### config.mk
export PLATFORM = sky130hd
export DESIGN_NAME = fcce_ctrl
export DESIGN_NICKNAME = d
export VERILOG_FILES = /design/src/hdl/fcce_pkg.sv /design/src/hdl/fcce_ctrl.sv
export SDC_FILE = /design/constraint.sdc
export NUM_CORES = 1
export LEC_CHECK = 0
export ABC_AREA = 1
export BUFFER_PORTS_ARGS = -buffer_cell sky130_fd_sc_hd__buf_4
export CAP_MARGIN = 40
export CORE_AREA = 4 4 41 43
export CTS_CLUSTER_SIZE = 25
export DETAILED_ROUTE_END_ITERATION = 7
export DIE_AREA = 0 0 45 47
export GPL_TIMING_DRIVEN = 1
export PLACE_DENSITY = 0.62
export REMOVE_ABC_BUFFERS = 1
export SYNTH_ARGS = -nofsm -noshare
export SYNTH_HDL_FRONTEND = slang
export SYNTH_SLANG_ARGS = --single-unit
export TNS_END_PERCENT = 100
### constraint.sdc
create_clock -name clk_i -period 1 [get_ports clk_i]
set_input_delay 0.1 -clock clk_i [delete_from_list [all_inputs] [get_ports clk_i]]
set_output_delay 0.1 -clock clk_i [all_outputs]
set_load 0.05 [all_outputs]
### src/hdl/fcce_pkg.sv
// Shared types, constants and helpers for the FAT cluster chain engine.
package fcce_pkg;

  localparam int unsigned TABLE_DEPTH = 4096;
  localparam int unsigned ADDR_W      = $clog2(TABLE_DEPTH);
  localparam int unsigned SIZE_W      = 13;
  localparam int unsigned CLUS_W      = 28;
  localparam int unsigned WORD_W      = 32;
  localparam int unsigned FUNC_W      = 3;

  localparam logic [CLUS_W-1:0] END_OF_CHAIN     = 28'hFFFFFF8;
  localparam logic [CLUS_W-1:0] BAD_CLUSTER_MARK = 28'hFFFFFF7;
  localparam logic [CLUS_W-1:0] MIN_CLUSTER      = 28'd2;

  typedef enum logic [FUNC_W-1:0] {
    FN_ALLOC      = 3'd0,
    FN_FREE       = 3'd1,
    FN_WALK_START = 3'd2,
    FN_WALK_NEXT  = 3'd3,
    FN_WRITE      = 3'd4
  } func_e;

  typedef enum logic [2:0] {
    S_CLEAR,
    S_IDLE,
    S_SCAN,
    S_FREE_CHK,
    S_FREE_RD,
    S_WALK_CHK,
    S_WALK_RD,
    S_RESP
  } state_e;

  typedef enum logic [2:0] {
    CMD_IDLE,
    CMD_CLEAR,
    CMD_LOAD,
    CMD_SCAN,
    CMD_READ,
    CMD_FREE_WR,
    CMD_WALK_END,
    CMD_WALK_UPD
  } cmd_e;

  typedef struct packed {
    cmd_e op;
    logic out_load;
  } ctrl_cmd_t;

  typedef struct packed {
    logic clear_last;
    logic scan_hit;
    logic scan_miss;
    logic walk_ok;
    logic link_end;
    logic out_free;
  } dp_stat_t;

  typedef struct packed {
    logic [CLUS_W-1:0] cluster;
    logic              found;
    logic              chain_end;
  } res_t;

  // A cluster may be followed if it lies in the data area of the active table.
  function automatic logic walkable(input logic [CLUS_W-1:0] c,
                                    input logic [SIZE_W-1:0] size);
    return (c >= MIN_CLUSTER) && (c < CLUS_W'(size)) && (c < BAD_CLUSTER_MARK);
  endfunction

endpackage

### src/hdl/fcce_ctrl.sv
// Controller state machine sequencing table sweeps, scans, chain walks and responses.
module fcce_ctrl (
  input  logic                  clk_i,
  input  logic                  rst_ni,
  input  logic                  req_valid_i,
  input  logic [2:0]            req_func_i,
  output logic                  req_ready_o,
  input  fcce_pkg::dp_stat_t    stat_i,
  output fcce_pkg::ctrl_cmd_t   cmd_o
);

  fcce_pkg::state_e state_q, state_d;
  fcce_pkg::func_e  func;
  logic             accept;

  assign func        = fcce_pkg::func_e'(req_func_i);
  assign req_ready_o = (state_q == fcce_pkg::S_IDLE);
  assign accept      = req_valid_i && req_ready_o;

  always_ff @(posedge clk_i or negedge rst_ni) begin
    if (!rst_ni) begin
      state_q <= fcce_pkg::S_CLEAR;
    end else begin
      state_q <= state_d;
    end
  end

  always_comb begin
    state_d = state_q;
    unique case (state_q)
      fcce_pkg::S_CLEAR: begin
        if (stat_i.clear_last) state_d = fcce_pkg::S_IDLE;
      end
      fcce_pkg::S_IDLE: begin
        if (accept) begin
          case (func)
            fcce_pkg::FN_ALLOC: state_d = fcce_pkg::S_SCAN;
            fcce_pkg::FN_FREE:  state_d = fcce_pkg::S_FREE_CHK;
            fcce_pkg::FN_WALK_START,
            fcce_pkg::FN_WALK_NEXT: state_d = fcce_pkg::S_WALK_CHK;
            default:            state_d = fcce_pkg::S_RESP;
          endcase
        end
      end
      fcce_pkg::S_SCAN: begin
        if (stat_i.scan_hit || stat_i.scan_miss) state_d = fcce_pkg::S_RESP;
      end
      fcce_pkg::S_FREE_CHK: begin
        state_d = stat_i.walk_ok ? fcce_pkg::S_FREE_RD : fcce_pkg::S_RESP;
      end
      fcce_pkg::S_FREE_RD: begin
        state_d = stat_i.link_end ? fcce_pkg::S_RESP : fcce_pkg::S_FREE_CHK;
      end
      fcce_pkg::S_WALK_CHK: begin
        state_d = stat_i.walk_ok ? fcce_pkg::S_WALK_RD : fcce_pkg::S_RESP;
      end
      fcce_pkg::S_WALK_RD: begin
        state_d = fcce_pkg::S_RESP;
      end
      fcce_pkg::S_RESP: begin
        if (stat_i.out_free) state_d = fcce_pkg::S_IDLE;
      end
      default: state_d = fcce_pkg::S_CLEAR;
    endcase
  end

  always_comb begin
    cmd_o.op       = fcce_pkg::CMD_IDLE;
    cmd_o.out_load = 1'b0;
    unique case (state_q)
      fcce_pkg::S_CLEAR:    cmd_o.op = fcce_pkg::CMD_CLEAR;
      fcce_pkg::S_IDLE: begin
        if (accept) cmd_o.op = fcce_pkg::CMD_LOAD;
      end
      fcce_pkg::S_SCAN:     cmd_o.op = fcce_pkg::CMD_SCAN;
      fcce_pkg::S_FREE_CHK: begin
        if (stat_i.walk_ok) cmd_o.op = fcce_pkg::CMD_READ;
      end
      fcce_pkg::S_FREE_RD:  cmd_o.op = fcce_pkg::CMD_FREE_WR;
      fcce_pkg::S_WALK_CHK: begin
        cmd_o.op = stat_i.walk_ok ? fcce_pkg::CMD_READ : fcce_pkg::CMD_WALK_END;
      end
      fcce_pkg::S_WALK_RD:  cmd_o.op = fcce_pkg::CMD_WALK_UPD;
      fcce_pkg::S_RESP:     cmd_o.out_load = stat_i.out_free;
      default:              cmd_o.op = fcce_pkg::CMD_IDLE;
    endcase
  end

endmodule

---- After elaboration in Yosys (flattened, before gate mapping) ----
Cells that the tools add are included.
storage, ports and cells
  flip-flop bits (word level) ............. 3
  bits of input ports ..................... 12
  output and inout bits ................... 5
operators by class
  eq/ne operators ......................... 14
  muxes and demuxes ....................... 14
  reduce and logical (&&, ||, !) cells .... 6
operators by type and width
  cell                                                                      number
  3-bit case mux with 8 select lines                                        1
  3-bit case mux with 7 select lines                                        1
  3-bit 2-to-1 mux                                                          6
  3-bit by 2-bit equality test with 1-bit output (second input constant)    4
  3-bit equality test (second input constant)                               4
  3-bit case mux with 3 select lines                                        1
  3-bit by 1-bit equality test with 1-bit output (second input constant)    2
  3-bit logical NOT                                                         2
  2-bit 2-to-1 mux                                                          3
  2-bit inequality test (second input constant)                             3
  4-bit AND reduction                                                       1
  1-bit 2-to-1 mux                                                          2
  2-bit by 1-bit inequality test with 1-bit output (second input constant)  1
  2-bit OR reduction                                                        1
  1-bit logical AND                                                         1
  1-bit logical OR                                                          1

---- Longest topological paths before layout ----
Gate-level depths: netlist of the first run.
  depth after elaboration ................. 5
  gate-level depth with buffers ........... 8
  mapped depth without buffers ............ 7

---- Worst setup path after synthesis of the first run ----
Ideal clock, no wire load.
  path type ............................... register to output
  start point ............................. register state_q[0]
  end point ............................... output cmd_o[2] (netlist name)
  data arrival time ....................... 1.429 ns
  slack ................................... -0.529 ns
  cell stages (with the launch flop) ...... 7
  cells stage by stage .................... dfrtp_1 > buf_6 > inv_2 > nand2_1 > nand2_1 > nand2_1 > o21ai_1
RTL lines
  item                    RTL line         source
  from (decl)             fcce_ctrl.sv:12  fcce_pkg::state_e state_q, state_d;
  from (signal assigned)  fcce_ctrl.sv:22  state_q <= fcce_pkg::S_CLEAR;
  from (signal assigned)  fcce_ctrl.sv:24  state_q <= state_d;
  to (decl)               fcce_ctrl.sv:9   output fcce_pkg::ctrl_cmd_t cmd_o

---- Final worst setup path of the first run ----
  start point ............................. register state_q[1]
  end point ............................... output req_ready_o
on the way
  word-level cells in the longest chain between the ends .. 1
RTL lines
  item                                            RTL line         source
  3-bit by 1-bit equality test with 1-bit output  fcce_ctrl.sv:17  assign req_ready_o = (state_q == fcce_pkg::S_IDLE);
  to (decl)                                       fcce_ctrl.sv:7   output logic req_ready_o,
No other way between the ends.

==> results of run 1 <==
-- kinds of logic after synthesis --
| logic type | Yosys count | synth area share |
|---|---|---|
| AND/OR/NAND/NOR | 36 | 0.502 |
| buffers and inverters | 11 | 0.160 |
| AO/OA/AOI/OAI | 7 | 0.133 |
| flip-flops | 3 | 0.205 |
-- power groups by stage --
stage	Clock [W]	Sequential, W	Combinational [W]
final	0.000214	0.000361	0.00258
after global routing	0.000243	0.000374	0.00277
after CTS	0.000219	0.000342	0.00217
after detailed placement	0	0.000348	0.00149
after global placement	0	0.000344	0.00146
after floorplan	0	0.000331	0.00102
-- area by class of cell --
| class | count | area share |
|---|---|---|
| tap | 15 | 0.0230 |
| clock buffer | 4 | 0.0322 |
| multi-input combinational | 43 | 0.413 |
| sequential | 3 | 0.0965 |
| inverter | 9 | 0.0505 |
| timing repair buffer | 35 | 0.384 |
-- cells in the mapped netlist --
library cell / n / area (um2)
o21ai_4: 1 / 16.3
nand3b_1: 1 / 7.51
nand2_1: 15 / 56.3
nor2_2: 2 / 12.5
nor2_1: 6 / 22.5
nand3_1: 5 / 25.0
inv_2: 3 / 11.3
a21boi_1: 1 / 7.51
nand4_1: 2 / 12.5
nand2_2: 1 / 6.26
buf_6: 2 / 22.5
clkinv_1: 1 / 3.75
nor2_4: 1 / 11.3
nor3_2: 1 / 10.0
inv_1: 4 / 15.0
dfrtp_1: 3 / 75.1
nand3_2: 2 / 20.0
o21ai_1: 4 / 20.0
inv_4: 1 / 6.26
a21oi_1: 1 / 5.00
-- final timing paths --
kind,to,slack [ns],depth (start not counted)
setup reg to reg,state_q[2]$_DFFE_PN0P_,-0.33,7
max in group asynchronous,state_q[0]$_DFFE_PN0P_,0.70,2
setup / recovery,req_ready_o,-0.39,5
hold reg to reg,state_q[1]$_DFFE_PN0P_,0.66,2
min in group asynchronous,state_q[2]$_DFFE_PN0P_,0.19,2
hold / removal,state_q[0]$_DFFE_PN0P_,0.18,4
-- layout by cell type (no fill, tap or decap) --
| cell type | instances |
|---|---|
| buf_4 | 23 |
| nand2_1 | 11 |
| buf_6 | 9 |
| nand2_2 | 5 |
| nor2_4 | 4 |
| nand3_2 | 4 |
| inv_1 | 4 |
| inv_2 | 3 |
| nand3_4 | 3 |
| nor2_1 | 3 |
| o21ai_1 | 3 |
| clkbuf_4 | 3 |
| dfrtp_2 | 3 |
| nor2_2 | 2 |
| nand4_1 | 2 |
| buf_8 | 2 |
| inv_4 | 1 |
| a21boi_4 | 1 |
| o21ai_2 | 1 |
| a21oi_2 | 1 |
| nor3_4 | 1 |
| nand3b_1 | 1 |
| o21ai_4 | 1 |
| clkinv_4 | 1 |
| clkbuf_1 | 1 |
| dlygate4sd3_1 | 1 |
-- through the flow --
step | cells | area, um2 | setup slack [ns] | hold WS [ns]
after floorplan | 55 | 344 | -0.554 | -0.196
after global placement | 91 | 520 | -0.239 | -0.108
after detailed placement | 91 | 520 | -0.263 | -0.111
after CTS | 106 | 718 | -0.342 | 0.178
after global routing | 109 | 817 | -0.451 | 0.208
final | 109 | 817 | -0.386 | 0.178
-- worst max-delay path, delay by kind of cell, from the launching register on --
family / cells / cell delay [ns]
flip-flops: 1 / 0.47
buffers and inverters: 3 / 0.38
AND/OR/NAND/NOR: 2 / 0.19
-- timing repair --
item	in CTS	in global routing
setup endpoints to repair	8	8
endpoints found under the hold margin	3	0
resized for setup	25	16
setup buffers	12	3
hold buffers	1	0
pin swaps	15	15
-- per-layer routing --
layer	up-vias	track usage	wire, um
met2	10	0.282	767
met4	0	0.0994	16
met5	-	0	0
li1	254	-	-
met3	2	0.0345	38
met1	231	0.161	496
==> run_results.csv, run 1 <==
group,metric,value,unit
route,detail-route-antenna-nets,0,
critical_path,timing.rr.start,"state_q[0]$_DFFE_PN0P_",
die,die_w,45,um
route,num_vias,497,
global_route,overflow,0,
power,combPwrFrac,0.818,
min_path,worstHoldPathType,"input pin to register",
critical_path,cp_slowest_stage_delay,0.47,ns
power,powerDensity,3860,nW/um2
final_layout,multi_input_area,338,um2
die,io_pins,17,
sta,rsz0062_at_grt,"yes",
synthesis,synth-warning-count,0,
sta,slew_violations,0,
die,die_h,47,um
sta,tightestPinTransition,0.192,ns
global_route,grt_pass1_wl,2.31,mm
placement,place_congestion,0.825,
sta,slew-limit-headroom,0.872,
final_layout,fin_util,0.628,
die,core-area,1300,um2
sta,finalHoldViolCount,0,
cts,root_buffer,"clkbuf_4",
synthesis,synth-seq-area-share,0.205,
sta,skew,0.00423,ns
global_route,grt_pass1_vias,527,
cts,clk_latency,0.23,ns
sta,fin_setup_tns,-2.42,ns
final_layout,fillers,110,
outcome,violations,"setup timing",
route,dr.first_iter.drc_count,6,
route,wl_per_cell,12.1,um
die,rows,13,
critical_path,worstSetupStartpointType,"register",
cts,clk_path_buf_depth,2,
route,first_pass_iters,3,
cts,cts_tree,"built",
critical_path,cp-end-kind,"output port",
critical_path,crit_arrival,1.29,ns
sta,fmax,722,MHz
cts,clk_pin_slew_worst_paths,0.04,ns
critical_path,worstSetupPathType,"register to output port",
final_layout,antenna_cells,0,
critical_path,startpoint,"state_q[1]$_DFFE_PN0P_",
power,power_switching,0.00159,W
sta,fin_ws,-0.386,ns
synthesis,syn_inst,57,
critical_path,path_max_fanout,7,
final_layout,syn_to_final_growth,123,%
final_layout,final_layout_size_suffix_gt1_frac,0.723,
synthesis,syn_area,367,um2
global_route,grt_max_degree,8,
die,initial_core_util,0.282,
sta,setup_viol,8,
critical_path,critPathRequiredTime,0.90,ns
power,totalPowerFinal,0.00315,W
job,max_cap_violations,0,
synthesis,syn_avg_cell_area,6.43,um2
power,switching_share,0.504,
final_layout,top_register,"state_q",
synthesis,synth-seq-cells,3,
outcome,outcome,"finished, violations left",
power,seq_power_share,0.114,
final_layout,final_nets,107,
placement,numPortBuffers,16,
global_route,antenna_found_initial,0,
min_path,worstHoldStart,"req_valid_i",
power,internal_power,0.00156,W
power,p_leak,0.399,nW
power,peakVddDrop,2100,uV
route,wl,1.32,mm
final_layout,largest_registers,"state_q (3)",
final_layout,seq_area,78.8,um2
die,dieArea,2120,um2
cts,h-tree-depth,1,
cts,clock_sink_count,3,
route,vias_per_cell,4.56,
sta,fin_crit_sh,1.39,
power,p_clk_frac,0.068,
placement,dp_hpwl,764,um
route,drc_errors,0,
cts,cts_made_buffers,3,
synthesis,synth.distinct_cells,20,
critical_path,cp_slowest_cell,"dfrtp_2",
critical_path,crit_chain,"inv_4, buf_4, nand2_2, nor2_4, buf_8",
final_layout,largest_reg_flops,3,
sta,layout_min_cycle_time,1.39,ns
global_route,grtUsageTotal,0.155,
(Power assumes the default switching activity.)
==> run 2: changes to the inputs <==
- GPL_ROUTABILITY_DRIVEN: not set -> 0
- PLACE_DENSITY: 0.62 -> 0.6
- clock period: 1 -> 1.35 ns (I/O delays scaled with it)
==> run_results.csv, run 2 (same netlist as run 1, synthesis figures left out) <==
group,metric,value,unit
critical_path,r2r_cells,8,
route,wl_per_cell,11.0,um
cts,clock_sink_count,3,
sta,fin_setup_tns,-0.0155,ns
final_layout,antenna_cells,0,
job,max_cap_violations,0,
cts,h-tree-depth,1,
critical_path,critPathRequiredTime,1.22,ns
route,drc_errors,0,
outcome,outcome,"finished, violations left",
outcome,violations,"setup timing",
critical_path,cp-end-kind,"output port",
sta,layout_min_cycle_time,1.37,ns
power,peakVddDrop,1540,uV
sta,timing.hold.ws,0.188,ns
placement,numPortBuffers,16,
sta,fin_ws,-0.0155,ns
critical_path,rr_endpoint,"state_q[2]$_DFFE_PN0P_",
route,vias_per_cell,4.48,
placement,place_inst,86,
final_layout,syn_to_final_growth,87.0,%
min_path,hold_depth,4,
global_route,grt_pass1_vias,455,
sta,tightestPinTransition,0.163,ns
die,core-area,1300,um2
sta,slew_violations,0,
cts,clk_path_buf_depth,2,
min_path,worstHoldPathType,"input pin to register",
sta,skew,0.00526,ns
die,die_w,45,um
final_layout,fin_cells,104,
critical_path,cp_slowest_cell,"dfrtp_2",
global_route,grtUsageTotal,0.121,
global_route,grt_max_degree,7,
cts,root_buffer,"clkbuf_4",
sta,finalHoldViolCount,0,
route,route.met3.wl,44,um
critical_path,timing.rr.start,"state_q[0]$_DFFE_PN0P_",
cts,cts_tree,"built",
final_layout,top_register,"state_q",
critical_path,path_max_fanout,6,
sta,slew-limit-headroom,0.891,
final_layout,layout_common_cells,"buf_4, nand2_1, nor2_1",
global_route,antenna_found_initial,0,
cts,clk_latency,0.23,ns
final_layout,final_layout_size_suffix_gt1_frac,0.640,
sta,fmax,732,MHz
min_path,worstHoldStart,"stat_i[0]",
final_layout,fillers,145,
die,die_h,47,um
route,first_pass_iters,4,
cts,cts_made_buffers,3,
final_layout,largest_reg_flops,3,
die,io_pins,17,
critical_path,startpoint,"state_q[0]$_DFFE_PN0P_",
critical_path,worstSetupPathType,"register to output port",
route,num_vias,466,
die,rows,13,
final_layout,multi_input_area,275,um2
critical_path,crit_arrival,1.23,ns
power,powerDensity,2850,nW/um2
global_route,overflow,0,
placement,dp_hpwl,750,um
critical_path,crit_chain,"inv_2, nand2_2, nand2_1, nand2_2, o21ai_2, buf_6",
sta,setup_viol,1,
route,dr.first_iter.drc_count,6,
min_path,whs_endpoint,"state_q[2]$_DFFE_PN0P_",
final_layout,final_nets,102,
final_layout,seq_area,78.8,um2
die,dieArea,2120,um2
route,top_layer_used,"met3",
cts,clk_pin_slew_worst_paths,0.04,ns
sta,fin_crit_sh,1.01,
global_route,grt_pass1_wl,1.82,mm
route,wl_met1,466,um
final_layout,largest_registers,"state_q (3)",
route,dr_wl_met2,634,um
route,wl,1.14,mm
die,initial_core_util,0.282,
final_layout,final_common_cell,"buf_4",
route,detail-route-antenna-nets,0,
critical_path,r2r_setup_slack,0.04,ns
critical_path,worstSetupStartpointType,"register",
critical_path,crit_path_frequent_cell,"nand2_2",
sta,rsz0062_at_grt,"yes",
critical_path,cp_slowest_stage_delay,0.45,ns
final_layout,fin_util,0.527,
power,p_leak,0.351,nW
run 2: cell types whose count changed in the layout (fill, tap and decap cells not counted), sizes merged:
| cell | change |
|---|---|
| clkinv | -1 |
| buf | -5 |
| inv | +1 |
run 2: timing repair:
action	4_1_cts	5_1_grt
hold buffers	1	0
setup buffers	10	3
pin swaps	2	6
endpoints found under the setup margin	4	5
endpoints found under the hold margin	3	0
resized for setup	13	8
run 2: layout make-up:
cell class | count | share of cell area
Timing Repair Buffer | 30 | 0.365
Multi-Input combinational cell | 43 | 0.401
Inverter | 9 | 0.0529
Sequential cell | 3 | 0.115
Clock buffer | 4 | 0.0383
Tap cell | 15 | 0.0274
run 2: how the worst max path moves through the flow:
stage	endpoint	slack, ns	depth (start not counted)
3_3_place_gp	cmd_o[2]	0.07	6
2_1_floorplan	cmd_o[2]	-0.24	5
3_5_place_dp	cmd_o[2]	0.05	5
5_1_grt	cmd_o[2]	-0.08	6
4_1_cts	cmd_o[2]	-0.02	6
6_report	cmd_o[2]	-0.02	6
run 2: power breakdown:
| group | internal (W) | switching [W] | leakage [nW] | total, W |
|---|---|---|---|---|
| clock | 0.000111 | 0.0000471 | 0.0150 | 0.000158 |
| combinational | 0.000689 | 0.000856 | 0.303 | 0.00154 |
| sequential | 0.000153 | 0.0000983 | 0.0324 | 0.000252 |
| total | 0.000953 | 0.00100 | 0.351 | 0.00195 |
run 2: stage by stage:
| step | power (W) | instance area (um2) | worst slack (ns) |
|---|---|---|---|
| after CTS | 0.00180 | 636 | -0.0161 |
| after global placement | 0.00125 | 483 | 0.0660 |
| after detailed placement | 0.00127 | 483 | 0.0520 |
| final | 0.00195 | 686 | -0.0155 |
| after global routing | 0.00211 | 686 | -0.0780 |
| after floorplan | 0.00100 | 344 | -0.239 |
run 2: per-layer routing:
layer,GRT usage,vias up
li1,-,245
met1,0.130,212
met4,0.0877,0
met2,0.220,9
met5,0,-
met3,0.0115,0
run 2: worst max-delay path, delay by kind of cell, from the launching register on:
| kind | cells | cell delay, ns |
|---|---|---|
| and+or+nand+nor | 3 | 0.22 |
| DFF | 1 | 0.45 |
| AOI/OAI and AO/OA | 1 | 0.07 |
| buffers and inverters | 2 | 0.25 |
==> run 3: changes to the inputs <==
- ABC_AREA: 1 -> 0
- PLACE_DENSITY: 0.6 -> 0.55
==> run_results.csv, run 3 <==
group,metric,value,unit
critical_path,rr_endpoint,"state_q[1]$_DFFE_PN0P_",
cts,h-tree-depth,1,
final_layout,largest_reg_flops,3,
power,switching_share,0.495,
cts,cts_tree,"built",
power,power_switching,0.000764,W
route,detail-route-antenna-nets,0,
sta,finalHoldViolCount,0,
synthesis,synth_edf_count,0,
route,num_vias,403,
die,initial_core_util,0.238,
final_layout,fillers,137,
route,vias_per_cell,4.69,
power,powerDensity,2600,nW/um2
placement,dp_hpwl,742,um
final_layout,final_nets,84,
sta,fin_crit_sh,1.03,
synthesis,synth_common_cells,"nand2_1, nor2_1",
synthesis,syn_inst,43,
route,dr.first_iter.drc_count,8,
sta,rsz0062_at_grt,"yes",
power,p_clk_frac,0.099,
job,max_cap_violations,0,
route,wl,1.00,mm
final_layout,final_layout_size_suffix_gt1_frac,0.606,
placement,numPortBuffers,16,
synthesis,synth-async-reset-ratio,1.00,
global_route,overflow,0,
die,die_h,47,um
synthesis,synth_ff_type,"dfrtp_1",
outcome,violations,"setup timing",
critical_path,worstSetupPathType,"register to output port",
synthesis,synth-seq-cells,3,
die,io_pins,17,
sta,slew_violations,0,
final_layout,final_common_cell,"buf_4",
die,dieArea,2120,um2
synthesis,synth_top_area_frac,0.242,
critical_path,worstSetupStartpointType,"register",
die,die_w,45,um
critical_path,timing.rr.start,"state_q[1]$_DFFE_PN0P_",
critical_path,path_max_fanout,8,
route,drc_errors,0,
synthesis,syn_area,310,um2
synthesis,synth.distinct_cells,23,
synthesis,yosys-top-cells-area,"dfrtp_1, o21ai_2, o31a_1",
sta,layout_min_cycle_time,1.39,ns
power,seq_power_share,0.159,
critical_path,r2r_setup_slack,-0.03,ns
synthesis,synth-seq-area-share,0.242,
final_layout,layout_common_cells,"buf_4, buf_6, o21ai_2",
die,core-area,1300,um2
min_path,worstHoldPathType,"input pin to async pin",
global_route,grt_max_degree,9,
critical_path,cp-end-kind,"output port",
final_layout,antenna_cells,0,
cts,clk_latency,0.23,ns
synthesis,synth_area_leader_cell,"dfrtp_1",
critical_path,critPathRequiredTime,1.22,ns
outcome,outcome,"finished, violations left",
placement,dp_slack,0.0769,ns
final_layout,syn_to_final_growth,91.1,%
sta,fin_ws,-0.0384,ns
power,peakVddDrop,1160,uV
global_route,grt_pass1_wl,1.66,mm
cts,root_buffer,"clkbuf_4",
critical_path,r2r_cells,5,
synthesis,synth-warning-count,0,
sta,timing.hold.ws,0.233,ns
route,wl_per_cell,11.7,um
sta,skew,0.00112,ns
global_route,grt_pass1_vias,384,
power,internal_power,0.000781,W
power,p_leak,0.285,nW
final_layout,largest_registers,"state_q (3)",
cts,clk_path_buf_depth,2,
sta,tightestPinTransition,0.220,ns
critical_path,crit_arrival,1.25,ns
power,combPwrFrac,0.742,
sta,setup_viol,2,
global_route,grtUsageTotal,0.116,
sta,slew-limit-headroom,0.853,
global_route,antenna_found_initial,0,
cts,clk_pin_slew_worst_paths,0.04,ns
synthesis,syn_avg_cell_area,7.22,um2
final_layout,top_register,"state_q",
cts,cts_made_buffers,3,
route,first_pass_iters,2,
die,rows,13,
sta,fmax,720,MHz
cts,clock_sink_count,3,
run 3: cell count changes in the layout (fill, tap and decap cells not counted), sizes merged, moves of 3 or more:
cell	before	now
nand2	16	4
nor2	9	4
buf	29	26
nand3	7	2
inv	9	4
run 3: cells by family (layout without fill, tap and decap cells):
group / Yosys count / in the layout / share of synthesized area
flops: 3 / 3 / 0.242
simple gates: 14 / 14 / 0.226
mux: 1 / 1 / 0.0323
compound gates: 18 / 18 / 0.395
buf+inv: 7 / 35 / 0.105
run 3: metrics by stage:
step,util,total power [W],TNS [ns],area [um2],cells
global placement,0.355,0.00109,0,462,75
global route,0.456,0.00165,-0.231,593,86
CTS,0.433,0.00146,-0.0584,563,85
floorplan,-,0.000795,-2.29,293,40
finish,0.456,0.00154,-0.0658,593,86
detailed placement,0.355,0.00110,0,462,75
run 3: how the worst max path moves through the flow:
| stage | start | to | cells past startpoint | slack (ns) |
|---|---|---|---|---|
| final | state_q[1]$_DFFE_PN0P_ | cmd_o[2] | 5 | -0.04 |
| after global routing | state_q[1]$_DFFE_PN0P_ | cmd_o[2] | 5 | -0.12 |
| after CTS | state_q[1]$_DFFE_PN0P_ | cmd_o[2] | 5 | -0.04 |
| after detailed placement | state_q[2]$_DFFE_PN0P_ | state_q[1]$_DFFE_PN0P_ | 4 | 0.08 |
| after global placement | state_q[2]$_DFFE_PN0P_ | state_q[1]$_DFFE_PN0P_ | 4 | 0.08 |
| after floorplan | state_q[0]$_DFFE_PN0P_ | cmd_o[2] | 3 | -0.82 |
run 3: layout make-up:
type | count | area, um2 | share of cell area
repair buffers | 27 | 228 | 0.384
multi-input cells | 33 | 226 | 0.382
flip-flops and latches | 3 | 78.8 | 0.133
clock buffers | 4 | 26.3 | 0.0443
well taps | 15 | 18.8 | 0.0316
inverters | 4 | 15.0 | 0.0253
run 3: per-layer routing:
metal / wire, um / global-route usage / part of all wire
met2: 538 / 0.186 / 0.54
met3: 48 / 0.0268 / 0.048
met1: 418 / 0.132 / 0.42
met5: 0 / 0 / 0
met4: 0 / 0.0877 / 0
run 3: what timing repair did:
action / in CTS / in global routing
hold buffers: 1 / 0
pin swaps: 2 / 3
buffers inserted: 5 / 1
endpoints found under the setup margin: 4 / 5
resized for setup: 11 / 6
endpoints found under the hold margin: 3 / 0
run 3: worst max-delay path: stages, from the launching register on:
cell and delay, ns:
dfrtp_2 0.47, inv_2 0.10, nand4_1 0.10, o21ai_2 0.09
a21o_1 0.11, buf_6 0.15
run 3: power by group through the flow:
stage          combinational [W]  clock, W  sequential (W)
6_report                 0.00115  0.000153        0.000246
2_1_floorplan           0.000561         0        0.000234
3_3_place_gp            0.000871         0        0.000224
3_5_place_dp            0.000869         0        0.000230
4_1_cts                  0.00106  0.000159        0.000240
5_1_grt                  0.00123  0.000166        0.000256
